--- src/lru_pkg.sv ---
// Package for the keyed LRU store: field widths, codes and shared types.
// No dependencies.
package lru_pkg;
  localparam int unsigned MaxEntries = 8;
  localparam int unsigned CapReset = 5;
  localparam int unsigned KeyW = 16;
  localparam int unsigned ValW = 32;
  localparam int unsigned CapW = 4;
  localparam int unsigned QDepth = 2;

  typedef enum logic [1:0] {
    KIND_ACK = 2'd0,
    KIND_ENTRY = 2'd1,
    KIND_EMPTY = 2'd2
  } kind_t;

  localparam logic REQ_PUT = 1'b0;
  localparam logic REQ_DUMP = 1'b1;

  typedef struct packed {
    logic req_type;
    logic [KeyW-1:0] client_id;
    logic [ValW-1:0] msg_handle;
  } cmd_t;

  typedef struct packed {
    logic [1:0] result_kind;
    logic [KeyW-1:0] entry_key;
    logic [ValW-1:0] entry_value;
    logic key_was_present;
    logic did_evict;
    logic last_of_run;
  } res_t;

  typedef enum logic [1:0] {
    ST_IDLE = 2'd0,
    ST_DUMP = 2'd1,
    ST_OUT = 2'd2
  } state_t;
endpackage

--- src/lru_if.sv ---
// Valid/ready channel interfaces for the keyed LRU store.
// Depends on lru_pkg.
interface lru_in_if;
  logic valid;
  logic ready;
  logic req_type;
  logic [lru_pkg::KeyW-1:0] client_id;
  logic [lru_pkg::ValW-1:0] msg_handle;
  modport source(output valid, req_type, client_id, msg_handle, input ready);
  modport sink(input valid, req_type, client_id, msg_handle, output ready);
endinterface

interface lru_out_if;
  logic valid;
  logic ready;
  logic [1:0] result_kind;
  logic [lru_pkg::KeyW-1:0] entry_key;
  logic [lru_pkg::ValW-1:0] entry_value;
  logic key_was_present;
  logic did_evict;
  logic last_of_run;
  modport source(output valid, result_kind, entry_key, entry_value, key_was_present,
                 did_evict, last_of_run, input ready);
  modport sink(input valid, result_kind, entry_key, entry_value, key_was_present,
               did_evict, last_of_run, output ready);
endinterface

interface lru_cfg_if;
  logic valid;
  logic ready;
  logic [lru_pkg::CapW-1:0] data;
  modport source(output valid, data, input ready);
  modport sink(input valid, data, output ready);
endinterface

--- src/lru_front.sv ---
// Front end: accepts request words into a short queue.
// Depends on lru_pkg.
module lru_front (
  input  logic clk,
  input  logic rst_n,
  input  logic in_valid,
  output logic in_ready,
  input  lru_pkg::cmd_t in_cmd,
  output logic q_valid,
  input  logic q_pop,
  output lru_pkg::cmd_t q_cmd
);
  lru_pkg::cmd_t mem_r [lru_pkg::QDepth];
  logic rd_r, rd_nxt, wr_r, wr_nxt;
  logic [1:0] cnt_r, cnt_nxt;
  logic push;

  assign in_ready = (cnt_r != 2'(lru_pkg::QDepth));
  assign push = in_valid && in_ready;
  assign q_valid = (cnt_r != 2'd0);
  assign q_cmd = mem_r[rd_r];
  assign rd_nxt = rd_r ^ q_pop;
  assign wr_nxt = wr_r ^ push;
  assign cnt_nxt = cnt_r + 2'(push) - 2'(q_pop);

  always_ff @(posedge clk) begin
    if (!rst_n) begin
      rd_r <= 1'b0;
      wr_r <= 1'b0;
      cnt_r <= 2'd0;
    end else begin
      rd_r <= rd_nxt;
      wr_r <= wr_nxt;
      cnt_r <= cnt_nxt;
    end
    if (push) mem_r[wr_r] <= in_cmd;
  end

  assert property (@(posedge clk) disable iff (!rst_n) cnt_r <= 2'(lru_pkg::QDepth))
    else $error("queue overfilled");
  assert property (@(posedge clk) disable iff (!rst_n) q_pop |-> q_valid)
    else $error("pop of empty queue");
  assert property (@(posedge clk) disable iff (!rst_n)
    (push && !q_pop) |=> cnt_r == $past(cnt_r) + 2'd1)
    else $error("fill count lost a push");
endmodule

--- src/lru_back.sv ---
// Back end: slot registers with recency ranks, executes put and dump.
// Depends on lru_pkg.
module lru_back #(
  parameter int unsigned MAX_ENTRIES = lru_pkg::MaxEntries
) (
  input  logic clk,
  input  logic rst_n,
  input  logic q_valid,
  output logic q_pop,
  input  lru_pkg::cmd_t q_cmd,
  input  logic cfg_we,
  input  logic [lru_pkg::CapW-1:0] cfg_data,
  output logic idle,
  output logic res_valid,
  input  logic res_ready,
  output lru_pkg::res_t res
);
  localparam int unsigned RW = (MAX_ENTRIES > 1) ? $clog2(MAX_ENTRIES) : 1;
  localparam int unsigned CW = $clog2(MAX_ENTRIES + 1);

  logic [lru_pkg::KeyW-1:0] key_r [MAX_ENTRIES];
  logic [lru_pkg::KeyW-1:0] key_nxt [MAX_ENTRIES];
  logic [lru_pkg::ValW-1:0] val_r [MAX_ENTRIES];
  logic [lru_pkg::ValW-1:0] val_nxt [MAX_ENTRIES];
  logic [MAX_ENTRIES-1:0] vld_r, vld_nxt;
  logic [RW-1:0] rank_r [MAX_ENTRIES];
  logic [RW-1:0] rank_nxt [MAX_ENTRIES];
  logic [lru_pkg::CapW-1:0] cap_r, cap_nxt;
  lru_pkg::state_t st_r, st_nxt;
  logic [RW-1:0] walk_r, walk_nxt;
  lru_pkg::res_t res_r, res_nxt;
  logic res_valid_r, res_valid_nxt;
  logic [CW-1:0] cnt;
  logic [CW-1:0] cap_eff;
  logic [CW-1:0] cap_new_eff;
  logic do_put, do_dump, emit_dump;
  logic hit;
  logic [RW-1:0] hit_s, free_s, walk_s, vic_s;
  logic walk_hit;
  logic evict;
  logic [RW-1:0] put_s;
  logic [RW-1:0] hit_rank;

  function automatic logic [CW-1:0] eff(input logic [lru_pkg::CapW-1:0] c);
    if (c == '0) return CW'(1);
    if (32'(c) > MAX_ENTRIES) return CW'(MAX_ENTRIES);
    return CW'(c);
  endfunction

  assign cap_eff = eff(cap_r);
  assign cap_new_eff = eff(cfg_data);

  always_comb begin
    cnt = '0;
    for (int i = 0; i < MAX_ENTRIES; i++) cnt = cnt + CW'(vld_r[i]);
  end

  // hit search, dump walk, victim and lowest free slot
  always_comb begin
    hit = 1'b0; hit_s = '0; free_s = '0; walk_hit = 1'b0; walk_s = '0; vic_s = '0;
    for (int i = MAX_ENTRIES - 1; i >= 0; i--) begin
      if (vld_r[i] && key_r[i] == q_cmd.client_id) begin
        hit = 1'b1; hit_s = RW'(i);
      end
      if (vld_r[i] && rank_r[i] == walk_r) begin
        walk_hit = 1'b1; walk_s = RW'(i);
      end
      if (vld_r[i] && CW'(rank_r[i]) == cnt - CW'(1)) vic_s = RW'(i);
      if (!vld_r[i]) free_s = RW'(i);
    end
    evict = !hit && (cnt >= cap_eff);
  end

  assign do_put = (st_r == lru_pkg::ST_IDLE) && q_valid && q_cmd.req_type == lru_pkg::REQ_PUT;
  assign do_dump = (st_r == lru_pkg::ST_IDLE) && q_valid && q_cmd.req_type == lru_pkg::REQ_DUMP;
  assign emit_dump = (st_r == lru_pkg::ST_DUMP) && (!res_valid_r || res_ready);

  // new entry lands in the lowest slot that is free once the old one is gone
  always_comb begin
    hit_rank = rank_r[hit_s];
    put_s = free_s;
    if (hit && (hit_s < free_s || vld_r == '1)) put_s = hit_s;
    if (evict && (vic_s < free_s || vld_r == '1)) put_s = vic_s;
  end

  always_comb begin
    st_nxt = st_r;
    case (st_r)
      lru_pkg::ST_IDLE: begin
        if (do_put) st_nxt = lru_pkg::ST_OUT;
        else if (do_dump) st_nxt = (cnt == '0) ? lru_pkg::ST_OUT : lru_pkg::ST_DUMP;
      end
      lru_pkg::ST_DUMP: begin
        if (emit_dump && CW'(walk_r) + CW'(1) == cnt) st_nxt = lru_pkg::ST_OUT;
      end
      lru_pkg::ST_OUT: begin
        if (res_ready) st_nxt = lru_pkg::ST_IDLE;
      end
      default: st_nxt = lru_pkg::ST_IDLE;
    endcase
  end

  always_comb begin
    key_nxt = key_r;
    val_nxt = val_r;
    vld_nxt = vld_r;
    rank_nxt = rank_r;
    cap_nxt = cap_r;
    walk_nxt = walk_r;
    res_nxt = res_r;
    res_valid_nxt = res_valid_r && !res_ready;
    if (cfg_we) begin
      cap_nxt = cfg_data;
      // drop every entry ranked at or beyond the new capacity
      for (int i = 0; i < MAX_ENTRIES; i++)
        if (CW'(rank_r[i]) >= cap_new_eff) vld_nxt[i] = 1'b0;
    end
    if (do_put) begin
      for (int i = 0; i < MAX_ENTRIES; i++)
        if (vld_r[i] && (!hit || rank_r[i] < hit_rank)) rank_nxt[i] = rank_r[i] + RW'(1);
      if (evict) vld_nxt[vic_s] = 1'b0;
      if (hit) vld_nxt[hit_s] = 1'b0;
      vld_nxt[put_s] = 1'b1;
      rank_nxt[put_s] = '0;
      key_nxt[put_s] = q_cmd.client_id;
      val_nxt[put_s] = q_cmd.msg_handle;
      res_valid_nxt = 1'b1;
      res_nxt = '{lru_pkg::KIND_ACK, evict ? key_r[vic_s] : '0,
                  evict ? val_r[vic_s] : '0, hit, evict, 1'b1};
    end
    if (do_dump) begin
      walk_nxt = '0;
      if (cnt == '0) begin
        res_valid_nxt = 1'b1;
        res_nxt = '{lru_pkg::KIND_EMPTY, '0, '0, 1'b0, 1'b0, 1'b1};
      end
    end
    if (emit_dump) begin
      res_valid_nxt = 1'b1;
      res_nxt = '{lru_pkg::KIND_ENTRY, key_r[walk_s], val_r[walk_s], 1'b0, 1'b0,
                  (CW'(walk_r) + CW'(1) == cnt)};
      walk_nxt = walk_r + RW'(1);
    end
  end

  assign q_pop = do_put || do_dump;
  assign res = res_r;
  assign res_valid = res_valid_r;
  assign idle = (st_r == lru_pkg::ST_IDLE) && !res_valid_r;

  always_ff @(posedge clk) begin
    if (!rst_n) begin
      st_r <= lru_pkg::ST_IDLE;
      vld_r <= '0;
      cap_r <= lru_pkg::CapW'(lru_pkg::CapReset);
      res_valid_r <= 1'b0;
      res_r <= '0;
      walk_r <= '0;
      for (int i = 0; i < MAX_ENTRIES; i++) rank_r[i] <= '0;
    end else begin
      st_r <= st_nxt;
      vld_r <= vld_nxt;
      cap_r <= cap_nxt;
      res_valid_r <= res_valid_nxt;
      res_r <= res_nxt;
      walk_r <= walk_nxt;
      rank_r <= rank_nxt;
      key_r <= key_nxt;
      val_r <= val_nxt;
    end
  end

  assert property (@(posedge clk) disable iff (!rst_n)
    (st_r == lru_pkg::ST_DUMP) |-> walk_hit) else $error("dump rank missing");
  assert property (@(posedge clk) disable iff (!rst_n)
    cnt <= cap_eff) else $error("count above capacity");
  assert property (@(posedge clk) disable iff (!rst_n)
    do_put |=> res_valid_r) else $error("put gave no acknowledge");
  assert property (@(posedge clk) disable iff (!rst_n)
    cfg_we |-> idle) else $error("capacity written while busy");
endmodule

--- src/lru_keyed_latest_store_core.sv ---
// Top level of the keyed LRU store: front queue and back-end slot engine.
// Depends on lru_pkg, lru_if, lru_front and lru_back.
// A put or a dump of an empty store, once at the head of the queue, does
// its match-and-rank update, then waits until its word is taken; a dump
// of n entries starts, gives one word per cycle while the receiver takes
// them, then holds the last word until taken. A two-word queue parts the
// input from the slot engine, so requests are taken while results wait.
// The capacity register takes a write only while the engine is idle, the
// queue is empty and no request is offered; a lower capacity drops the
// least recent entries at once without a word.
module lru_keyed_latest_store_core #(
  parameter int unsigned MAX_ENTRIES = lru_pkg::MaxEntries
) (
  input logic clk,
  input logic rst_n,
  lru_in_if.sink in,
  lru_out_if.source out,
  lru_cfg_if.sink cfg
);
  lru_pkg::cmd_t in_cmd, q_cmd;
  lru_pkg::res_t res;
  logic q_valid, q_pop;
  logic back_idle;
  logic idle_ok;

  assign in_cmd = '{in.req_type, in.client_id, in.msg_handle};
  // hold configuration until nothing is in flight
  assign idle_ok = back_idle && !q_valid && !in.valid;
  assign cfg.ready = idle_ok;

  lru_front u_front (
    .clk, .rst_n,
    .in_valid(in.valid), .in_ready(in.ready), .in_cmd,
    .q_valid, .q_pop, .q_cmd
  );

  lru_back #(.MAX_ENTRIES(MAX_ENTRIES)) u_back (
    .clk, .rst_n,
    .q_valid, .q_pop, .q_cmd,
    .cfg_we(cfg.valid && cfg.ready), .cfg_data(cfg.data),
    .idle(back_idle),
    .res_valid(out.valid), .res_ready(out.ready), .res
  );

  assign out.result_kind = res.result_kind;
  assign out.entry_key = res.entry_key;
  assign out.entry_value = res.entry_value;
  assign out.key_was_present = res.key_was_present;
  assign out.did_evict = res.did_evict;
  assign out.last_of_run = res.last_of_run;
endmodule

--- src/flat_wrapper.sv ---
// flat-port wrapper written by rule: the top's interface ports become plain ports
module lru_keyed_latest_store_core_flat 
#(
  parameter int unsigned MAX_ENTRIES = lru_pkg::MaxEntries
)
  (clk, rst_n, in_valid, in_req_type, in_client_id, in_msg_handle, in_ready, out_valid, out_result_kind, out_entry_key, out_entry_value, out_key_was_present, out_did_evict, out_last_of_run, out_ready, cfg_valid, cfg_data, cfg_ready);
  lru_in_if in_i ();
  lru_out_if out_i ();
  lru_cfg_if cfg_i ();
  input logic clk;
  input logic rst_n;
  input wire logic [$bits(in_i.valid)-1:0] in_valid;
  input wire logic [$bits(in_i.req_type)-1:0] in_req_type;
  input wire logic [$bits(in_i.client_id)-1:0] in_client_id;
  input wire logic [$bits(in_i.msg_handle)-1:0] in_msg_handle;
  output wire logic [$bits(in_i.ready)-1:0] in_ready;
  output wire logic [$bits(out_i.valid)-1:0] out_valid;
  output wire logic [$bits(out_i.result_kind)-1:0] out_result_kind;
  output wire logic [$bits(out_i.entry_key)-1:0] out_entry_key;
  output wire logic [$bits(out_i.entry_value)-1:0] out_entry_value;
  output wire logic [$bits(out_i.key_was_present)-1:0] out_key_was_present;
  output wire logic [$bits(out_i.did_evict)-1:0] out_did_evict;
  output wire logic [$bits(out_i.last_of_run)-1:0] out_last_of_run;
  input wire logic [$bits(out_i.ready)-1:0] out_ready;
  input wire logic [$bits(cfg_i.valid)-1:0] cfg_valid;
  input wire logic [$bits(cfg_i.data)-1:0] cfg_data;
  output wire logic [$bits(cfg_i.ready)-1:0] cfg_ready;
  assign in_i.valid = in_valid;
  assign in_i.req_type = in_req_type;
  assign in_i.client_id = in_client_id;
  assign in_i.msg_handle = in_msg_handle;
  assign in_ready = in_i.ready;
  assign out_valid = out_i.valid;
  assign out_result_kind = out_i.result_kind;
  assign out_entry_key = out_i.entry_key;
  assign out_entry_value = out_i.entry_value;
  assign out_key_was_present = out_i.key_was_present;
  assign out_did_evict = out_i.did_evict;
  assign out_last_of_run = out_i.last_of_run;
  assign out_i.ready = out_ready;
  assign cfg_i.valid = cfg_valid;
  assign cfg_i.data = cfg_data;
  assign cfg_ready = cfg_i.ready;
  lru_keyed_latest_store_core #(.MAX_ENTRIES(MAX_ENTRIES)) u_core (.clk(clk), .rst_n(rst_n), .in(in_i), .out(out_i), .cfg(cfg_i));
endmodule
--- config.mk ---
export PLATFORM = sky130hd
export DESIGN_NAME = lru_keyed_latest_store_core_flat
export DESIGN_NICKNAME = d
export VERILOG_FILES = /design/src/lru_pkg.sv /design/src/lru_if.sv /design/src/lru_front.sv /design/src/lru_back.sv /design/src/lru_keyed_latest_store_core.sv /design/src/flat_wrapper.sv
export SDC_FILE = /design/constraint.sdc
export NUM_CORES = 1
export LEC_CHECK = 0
export ABC_AREA = 1
export BUFFER_PORTS_ARGS = -buffer_cell sky130_fd_sc_hd__buf_2
export CAP_MARGIN = 20
export CORE_ASPECT_RATIO = 1.4
export CORE_MARGIN = 4
export CORE_UTILIZATION = 28
export CTS_CLUSTER_SIZE = 30
export DETAILED_ROUTE_END_ITERATION = 16
export PLACE_DENSITY = 0.48
export SETUP_SLACK_MARGIN = 0.05
export SLEW_MARGIN = 20
export SYNTH_ARGS = -nofsm -noshare
export SYNTH_HDL_FRONTEND = slang
export SYNTH_SLANG_ARGS = --single-unit
--- constraint.sdc ---
create_clock -name clk -period 21.9 [get_ports clk]
set_input_delay 2.19 -clock clk [delete_from_list [all_inputs] [get_ports clk]]
set_output_delay 2.19 -clock clk [all_outputs]
set_load 0.05 [all_outputs]
; ---- Yosys cells after proc, flatten, opt, wreduce, memory -nomap -nowiden
; Memory sizes are Yosys's and may differ from the RTL's. A register that Yosys moved wholly into a read port is not among the register bits.
; Index checks and enable logic that the tools add are counted.
[totals]
elab_cells = 351
mem_bits_rw = 98
out_inout_bits = 56
ff_bits = 483
n_memories = 1
input_bits = 58
[memory_table]
columns = memory, depth, word_bits, rd, rd_ports_with_merged_regs, wr, line
row1 = u_core.u_front.mem_r, 2, 49, 1, 1, 1, lru_front.sv:13  ; lru_pkg::cmd_t mem_r [lru_pkg::QDepth];
[classes]
reduce_logical = 76
n_eq_ne = 32
mux = 136
add_sub_neg = 20
n_lt_le_gt_ge = 32
bitwise_logic = 15
[ops]
columns = op, count
row1 = bitwise mux 256 bit, 1
row2 = binary-select mux 32 bit (select 3 bit), 2
row3 = two-way mux 32 bit, 6
row4 = two-way mux 3 bit, 55
row5 = two-way mux 53 bit, 3
row6 = bitwise mux 128 bit, 1
row7 = equality test 16 bit, 8
row8 = binary-select mux 16 bit (select 3 bit), 2
row9 = demux 32 bit (select 3 bit), 1
row10 = two-way mux 16 bit, 6
row11 = two-way mux 52 bit, 1
row12 = logical AND 1 bit, 50
row13 = demux 16 bit (select 3 bit), 1
row14 = two-way mux 8 bit, 6
row15 = equality test 3 x 4 -> 1 bit, 8
row16 = greater-or-equal comparator 3 x 4 -> 1 bit, 8
row17 = two-way mux 1 bit, 32
row18 = two-way mux 4 bit, 8
row19 = < comparator 3 bit, 10
row20 = "adder 3 x 1 -> 3 bit, second input constant", 9
row21 = bitwise AND 24 bit, 1
row22 = equality test 3 bit, 8
row23 = inverter 24 bit, 1
row24 = adder 4 x 1 -> 4 bit, 4
row25 = 39 further kinds, 79

; ---- Longest topological paths before layout
; Gate-level depths: netlist of run 1.
[depth]
word_depth = 31
ltp_mapped = 36
mapped_depth_nobuf = 35

; ---- Modules after synthesis
; Synthesis of run 1 repeated with hierarchy kept, for this count alone.
[unflattened]
hier_cells = 3382
area_unflattened_um2 = 31323.8
[modules_own_cells]
columns = mod, seq_area_each_um2, area_per_inst_um2, cells_each, instances
row1 = lru_back, 13432.9, 27480.1, 3192, 1
row2 = lru_front, 3042.9, 3812.4, 184, 1
row3 = lru_keyed_latest_store_core, 0.0, 31.3, 6, 1

; ---- Least setup slack after synthesis of run 1
; OpenSTA, ideal clock, no wires.
[synth_path]
path_kind = register -> register
startpoint = register u_core.u_back.vld_r[0] (netlist name)
endpoint = register u_core.u_back.key_r[112] in the netlist's numbering, enable pin
setup_slack_ps = 13749
setup_time_ps = 454
arrival_time_ps = 7698
stages_incl_launch_ff = 35
synth_period_minus_slack_ps = 8151
cell_sequence = dfxtp_1 > clkbuf_1 > inv_1 > fa_1 > fa_1 > fa_1 > inv_1 > ha_1 > fa_1 > inv_1 > ha_1 > clkbuf_1 > inv_1 > nand2_1 > nand4_1 > nor2_1 > nand2_1 > o21ai_0 > nand3_1 > nand2_1 > nand2_1 > inv_1 > ha_1 > nand2_1 > inv_1 > nand2_1 > nand2_1 > a21oi_2 > inv_2 > nand3_1 > nand2_1 > buf_6 > nor2_4 > nand3_2 > nor2_1
[synth_lines]
columns = element, line
row1 = to (signal assigned), lru_back.sv:168  ; key_r <= key_nxt;
row2 = to (decl), lru_back.sv:21  ; logic [lru_pkg::KeyW-1:0] key_r [MAX_ENTRIES];

; ---- Final worst setup path of run 1
[layout_path]
startpoint = register u_core.u_back.vld_r[0]
endpoint = register u_core.u_back.res_r (netlist bit u_core.u_back.res[23])
[layout_via]
elab_chain_len = 27
[layout_lines]
columns = element, line
row1 = from (decl), lru_back.sv:25  ; logic [MAX_ENTRIES-1:0] vld_r, vld_nxt;
row2 = from (signal assigned), lru_back.sv:162  ; vld_r <= vld_nxt;
row3 = adder 1 x 1 -> 2 bit, lru_back.sv:55  ; for (int i = 0; i < MAX_ENTRIES; i++) cnt = cnt + CW'(vld_r[i]);
row4 = adder 2 x 1 -> 3 bit, lru_back.sv:55
row5 = adder 3 x 1 -> 4 bit, lru_back.sv:55
row6 = adder 4 x 1 -> 4 bit (4 in a row), lru_back.sv:55
row7 = subtractor 4 x 1 -> 4 bit, lru_back.sv:68  ; if (vld_r[i] && CW'(rank_r[i]) == cnt - CW'(1)) vic_s = RW'(i);
row8 = equality test 3 x 4 -> 1 bit, lru_back.sv:68
row9 = logical AND 1 bit, lru_back.sv:68
row10 = two-way mux 3 bit (8 in a row), lru_back.sv:68
row11 = inverter 3 -> 4 bit (not written as such), lru_back.sv:129  ; evict ? val_r[vic_s] : '0, hit, evict, 1'b1};
row12 = binary-select mux 32 bit (select 3 bit), lru_back.sv:129
row13 = two-way mux 32 bit (not written as such) (2 in a row), lru_back.sv:129
row14 = two-way mux 32 bit, lru_back.sv:129
row15 = two-way mux 53 bit, lru_back.sv:118  ; if (do_put) begin
row16 = two-way mux 53 bit, lru_back.sv:133  ; if (cnt == '0) begin
row17 = two-way mux 53 bit, lru_back.sv:131  ; if (do_dump) begin
row18 = two-way mux 52 bit *, lru_back.sv:138  ; if (emit_dump) begin
row19 = to (signal assigned), lru_back.sv:165  ; res_r <= res_nxt;
row20 = to (decl), lru_back.sv:31  ; lru_pkg::res_t res_r, res_nxt;
; Every way passes the cells marked *; elsewhere a longest branch is shown, timed or not. The select of a mux whose other input is x is not followed.
; A chain may end at the register's enable or synchronous reset.

==> results of run 1 <==
-- state kept, by name, summed over array words and instances (netlist names), named ones only --
signal,flops
u_core.u_back.rank_r,24
u_core.u_front.mem_r,98
u_core.u_front.wr_r,1
u_core.u_back.res,53
u_core.u_front.cnt_r,2
u_core.u_back.val_r,256
u_core.u_back.st_r,2
u_core.u_back.vld_r,8
u_core.u_front.rd_r,1
u_core.u_back.walk_r,3
u_core.u_back.cap_r,4
u_core.u_back.res_valid,1
u_core.u_back.key_r,128
-- metrics by stage --
step	hold WS, ns	setup slack (ns)	std cells
CTS	0.4686	13.60	4867
global placement	0.4522	13.76	4753
global route	0.4845	13.09	4867
floorplan	0.4435	13.75	3348
finish	0.4629	13.55	4868
detailed placement	0.4531	13.63	4754
-- where the power goes --
part	switching (mW)	total [mW]	internal, mW
registers	0.0634	1.46	1.39
clock network	0.474	1.11	0.641
logic	0.762	0.975	0.213
total	1.30	3.54	2.25
-- synth_stat cells (4+ instances only) --
cell type | number | area (um^2)
o211ai_1 | 63 | 473.0
xor2_1 | 28 | 245.2
xnor2_1 | 7 | 61.31
ha_1 | 66 | 825.8
a21boi_0 | 8 | 60.06
a22oi_1 | 51 | 382.9
edfxtp_1 | 482 | 14470
nor2_2 | 5 | 31.28
nand2_1 | 630 | 2365
buf_1 | 26 | 97.59
clkbuf_1 | 123 | 461.7
o21a_1 | 9 | 67.56
a211oi_1 | 6 | 45.04
dfxtp_1 | 100 | 2002
fa_1 | 4 | 80.08
nor2_1 | 436 | 1637
nand2_2 | 24 | 150.1
o22ai_1 | 110 | 688.2
o221ai_1 | 63 | 551.8
nand2_4 | 8 | 90.09
inv_1 | 275 | 1032
buf_6 | 5 | 56.30
inv_2 | 11 | 41.29
o41ai_1 | 47 | 411.6
nand3_1 | 231 | 1156
nor3_1 | 12 | 60.06
nand3b_1 | 5 | 37.54
o21ai_1 | 16 | 80.08
buf_2 | 28 | 140.1
nand4_1 | 35 | 219.0
o21ai_0 | 282 | 1411
a21oi_1 | 116 | 580.6
-- area by class of cell --
cell class / instances / area (um^2) / area share [%]
antenna: 1 / 2.502 / 0.007260
clock buffer: 77 / 1645 / 4.773
clock inverter: 36 / 474.2 / 1.376
inverter: 289 / 1096 / 3.180
multi-input combinational: 2291 / 12110 / 35.14
sequential: 582 / 16480 / 47.81
tap: 1440 / 1802 / 5.227
timing repair buffer: 152 / 858.3 / 2.490
-- logic make-up (layout without fill, tap and decap cells) --
group,count (synthesis),after routing
buffers and inverters,475,554
adder cells (fa/ha/maj),70,70
flip-flops,582,582
AO/OA/AOI/OAI,787,787
AND/OR/NAND/NOR,1399,1399
other,0,1
XOR/XNOR,35,35
-- routing by layer --
metal | global-route usage, % | part of all wire, %
met5 | 0 | 0
met4 | 10.37 | 5.8
met3 | 2.327 | 5.2
met2 | 34.74 | 49
met1 | 23.44 | 40
-- layout by cell type, fill, tap and decap left out, types with 26 or more instances in the layout --
master	count
a21oi_1	116
nand2_2	26
nand4_1	35
nand2_1	625
xor2_1	28
o221ai_1	63
dfxtp_1	99
buf_4	39
o21ai_0	281
o41ai_1	47
o211ai_1	63
a22oi_1	51
inv_1	272
nand3_1	231
clkbuf_16	60
buf_2	113
o22ai_1	110
nor2_1	424
ha_1	64
edfxtp_1	482
-- worst register-to-register path, delay by kind of cell (launching register included) --
family                   cells  cell delay, ns
AND/OR/NAND/NOR             10            1.81
flip-flops                   1            0.65
AO/OA/AOI/OAI                5            0.57
adder cells (fa/ha/maj)      6            2.84
buffers and inverters        6            2.32
-- worst max-delay path by stage --
stage                     cells after the start                            endpoint  slack [ns]
after detailed placement                     27    u_core.u_back.res[25]$_SDFF_PN0_       13.63
after floorplan                              34  u_core.u_back.key_r[112]$_DFFE_PP_       13.75
after global placement                       27    u_core.u_back.res[27]$_SDFF_PN0_       13.76
after global routing                         26    u_core.u_back.res[22]$_SDFF_PN0_       13.09
final                                        27    u_core.u_back.res[23]$_SDFF_PN0_       13.55
after CTS                                    27    u_core.u_back.res[25]$_SDFF_PN0_       13.60
==> out/metrics.csv, run 1 <==
metric,value,unit
cp_data_arrival_time,8.84,ns
dp_hpwl,70890,um
r2r_slack,13.55,ns
routabilityCongestion,0.9403,
clk_pin_slew_worst_paths,0.07,ns
insertion_delay,0.67,ns
finalSetupViolCount,0,
cp_max_fo,46,
drc_errors,0,
grt_overflow,0,
postCtsHoldBufs,0,
grt_usage,19.68,%
netlist_area,0.03033,mm^2
drive_gt1_share,9.950,%
wl_per_cell,23.76,um
final_area,0.03447,mm^2
cts-htree-levels,2,
max_slew_margin,24.44,%
cp_top_family,adder cells,
rsz0062_at_grt,no,
placed_area,0.03235,mm^2
ys_seq_area_share,54.33,%
fin_crit_sh,38.14,%
skew,0.03655,ns
syn_nets,3476,
avgSynthCellArea,9.058,um^2
powerDensity,102.8,mW/mm^2
ff2ff_path_depth,27,
synth-seq-cells,582,
area_growth,13.66,%
synth-edff-count,482,
fmax,119.7,MHz
max_cap_viol_count,0,
status,completed,
period_minus_slack,8.353,ns
leakage,12.90,nW
coreArea,0.1073,mm^2
path_buf_inv,6,
power,3.544,mW
timing.setup.tns,0,ns
root_buffer,clkbuf_16,
die_area,0.1137,mm^2
dr.pass1.iters,7,
synthFlopType,edfxtp_1,
grt_max_degree,101,
r2r-end,u_core.u_back.res[23]$_SDFF_PN0_,
grt_pass1_wl,167400,um
synthMuxAreaShare,0,%
yosys.area_share.simple,19.34,%
die_y,397.4,um
nNetsFinal,3504,
slowest_stage,clkinv_2,
die_x,286.2,um
post-route-util,32.12,%
num_vias,25649,
cts_buffer_depth,3,
slew_viol_final,0,
endpoint_kind,flop,
critPathKind,flop to flop,
hold_class,flop to flop,
synth_compound_area_share,16.13,%
synth_top_family_by_area,simple AND/OR/NAND/NOR gates,
yosys.area_share.adder,2.987,%
ctsResizeCount,0,
vias_per_cell,5.269,
vdd_drop_max,0.07022,mV
first_global_vias,25326,
whs_path_depth,2,
rows,142,
synth.distinct_cells,50,
tightest_slew,1.132,ns
crit_required,22.39,ns
start_util,28.26,%
postCtsSetupRepairBufs,0,
clkSinkCount,582,
yosysWarnings,0,
ant_nets,0,
crit-reg2reg-launch,u_core.u_back.vld_r[0]$_SDFF_PN0_,
hp-start,u_core.u_front.rd_r$_SDFF_PN0_,
cts_tree,yes,
cts_buffers,60,
nFillCells,11255,
max_stage_delay,1.13,ns
async_flop_share,0,%
netlist_instances,3348,
io_buffers,113,
hold_viol,0,
drtIter0Drc,2168,
wirelength,115700,um
crit_path_start_kind,flop,
antenna_found_initial,1,
io_pins,114,
synth_xor_area_share,1.011,%
critPathLaunch,u_core.u_back.vld_r[0]$_SDFF_PN0_,
Power figures use the tool's default switching activity.
==> run 2, diff against run 1 <==
--- a/config.mk
+++ b/config.mk
@@ -13,7 +13,7 @@
 export CORE_UTILIZATION = 28
 export CTS_CLUSTER_SIZE = 30
 export DETAILED_ROUTE_END_ITERATION = 16
-export PLACE_DENSITY = 0.48
+export PLACE_DENSITY = 0.5
 export SETUP_SLACK_MARGIN = 0.05
 export SLEW_MARGIN = 20
 export SYNTH_ARGS = -nofsm -noshare
==> constraint.sdc (replaced) <==
create_clock -name clk -period 7.15 [get_ports clk]
set_input_delay 0.715 -clock clk [delete_from_list [all_inputs] [get_ports clk]]
set_output_delay 0.715 -clock clk [all_outputs]
set_load 0.05 [all_outputs]
==> run 2 against run 1 <==
  * Fmax increased by 24%
  * Global-route usage down 0.27 points
  * Sequential share of layout area fell by 0.83 points
  * Count of clock-buffer cells in the layout up 1
  * Total power increased to 3.1 times the previous value
  * Non-clock buffer count rose by 43
  * Routed wire length is 1.1% lower
  * Clock skew decreased by 0.021 ns
==> out/metrics.csv, run 2 (same netlist as run 1, synthesis figures left out) <==
metric,value,unit
status,completed,
crit-reg2reg-launch,u_core.u_back.vld_r[0]$_SDFF_PN0_,
grt_usage,19.41,%
first_global_vias,25273,
crit_end,u_core.u_back.val_r[83]$_DFFE_PP_,
num_vias,25601,
clkSinkCount,582,
top_register,u_core.u_back.val_r,
cpMostUsedCell,nand2_1,
drc_errors,0,
cts_buffer_depth,3,
r2r_slack,0.40,ns
stdcell_count,4908,
coreArea,0.1073,mm^2
power,10.97,mW
setup_ws,0.4026,ns
cts-htree-levels,2,
fin_crit_sh,94.37,%
hold_class,input port to flop,
tightest_slew,1.114,ns
drtIter0Drc,2374,
rows,142,
root_buffer,clkbuf_16,
placedCellCount,4794,
final_area,0.03508,mm^2
die_area,0.1137,mm^2
post-route-util,32.69,%
ff2ff_path_depth,32,
insertion_delay,0.65,ns
mostFrequentLayoutCell,nand2_1,
wirelength,114400,um
cts_buffers,59,
dr.pass1.iters,9,
critPathKind,flop to flop,
die_x,286.2,um
skew,0.01543,ns
crit_path_start_kind,flop,
start_util,28.26,%
finalSetupViolCount,0,
grt_overflow,0,
crit_required,7.47,ns
drive_gt1_share,11.02,%
die_y,397.4,um
slew_viol_final,0,
largest_reg_flops,256,
fmax,148.2,MHz
nNetsFinal,3546,
vdd_drop_max,0.2088,mV
cp_data_arrival_time,7.07,ns
clk_pin_slew_worst_paths,0.07,ns
r2r-end,u_core.u_back.val_r[83]$_DFFE_PP_,
cp_max_fo,24,
routabilityCongestion,0.9274,
antenna_found_initial,6,
area_growth,15.66,%
max_cap_viol_count,0,
timing.setup.tns,0,ns
wl_per_cell,23.30,um
critPathLaunch,u_core.u_back.vld_r[0]$_SDFF_PN0_,
io_buffers,113,
largestRegisters,"u_core.u_back.val_r x256, u_core.u_back.key_r x128, u_core.u_front.mem_r x98",
hold_slack,0.2560,ns
period_minus_slack,6.747,ns
leakage,13.23,nW
hp-start,in_msg_handle[8],
io_pins,114,
grt_pass1_wl,166700,um
slowest_stage,fa_1,
endpoint_kind,flop,
cts_tree,yes,
rsz0062_at_grt,no,
nFillCells,11132,
max_stage_delay,0.64,ns
dp_hpwl,74170,um
powerDensity,312.6,mW/mm^2
layout_common_cells,"nand2_1 (625), edfxtp_1 (482), nor2_1 (424), o21ai_0 (281), inv_1 (272)",
ant_nets,0,
placed_area,0.03286,mm^2
grt_max_degree,111,
pre_cts_ws,0.3570,ns
vias_per_cell,5.216,
hold_viol,0,
max_slew_margin,25.73,%
## run 2: area by class of cell
class	count	area, um^2	area share [%]
Multi-Input combinational cell	2291	12110	34.52
Clock inverter	32	529.3	1.509
Clock buffer	78	1639	4.673
Tap cell	1440	1802	5.137
Antenna cell	1	2.502	0.007134
Timing Repair Buffer	195	1423	4.056
Inverter	289	1092	3.114
Sequential cell	582	16480	46.98
## run 2: critical path: cells and delay by family (launching register included)
family          cells  cell delay, ns
compound gates      2            0.31
fa+ha+maj           7            3.07
buf+inv             8            0.86
flops               1            0.33
simple gates       15            1.81
## run 2: worst min-delay path by stage
stage	endpoint	slack (ns)	cells past startpoint
6_report	u_core.u_front.mem_r[0][8]$_DFFE_PP_	0.26	1
5_1_grt	u_core.u_front.mem_r[0][2]$_DFFE_PP_	0.23	1
4_1_cts	u_core.u_front.mem_r[0][32]$_DFFE_PP_	0.21	1
3_5_place_dp	flop	0.47	2
3_3_place_gp	flop	0.45	2
2_1_floorplan	u_core.u_front.cnt_r[1]$_SDFF_PN0_	0.44	1
## run 2: where the power goes
group	leakage, nW	switching [mW]	internal [mW]
Clock	1.05	1.42	2.06
Combinational	6.99	2.40	0.699
Sequential	5.19	0.133	4.26
## run 2: timing repair
action,4_1_cts,5_1_grt
buffers inserted,0,2
resized for setup,0,6
hold buffers,0,0
setup endpoints to repair,0,255
## run 2: layer usage
metal / share of wire (%) / GRT usage, %
met1: 39 / 22.68
met2: 50 / 35.21
met3: 5.7 / 2.756
met4: 4.8 / 8.652
met5: 0.014 / 0
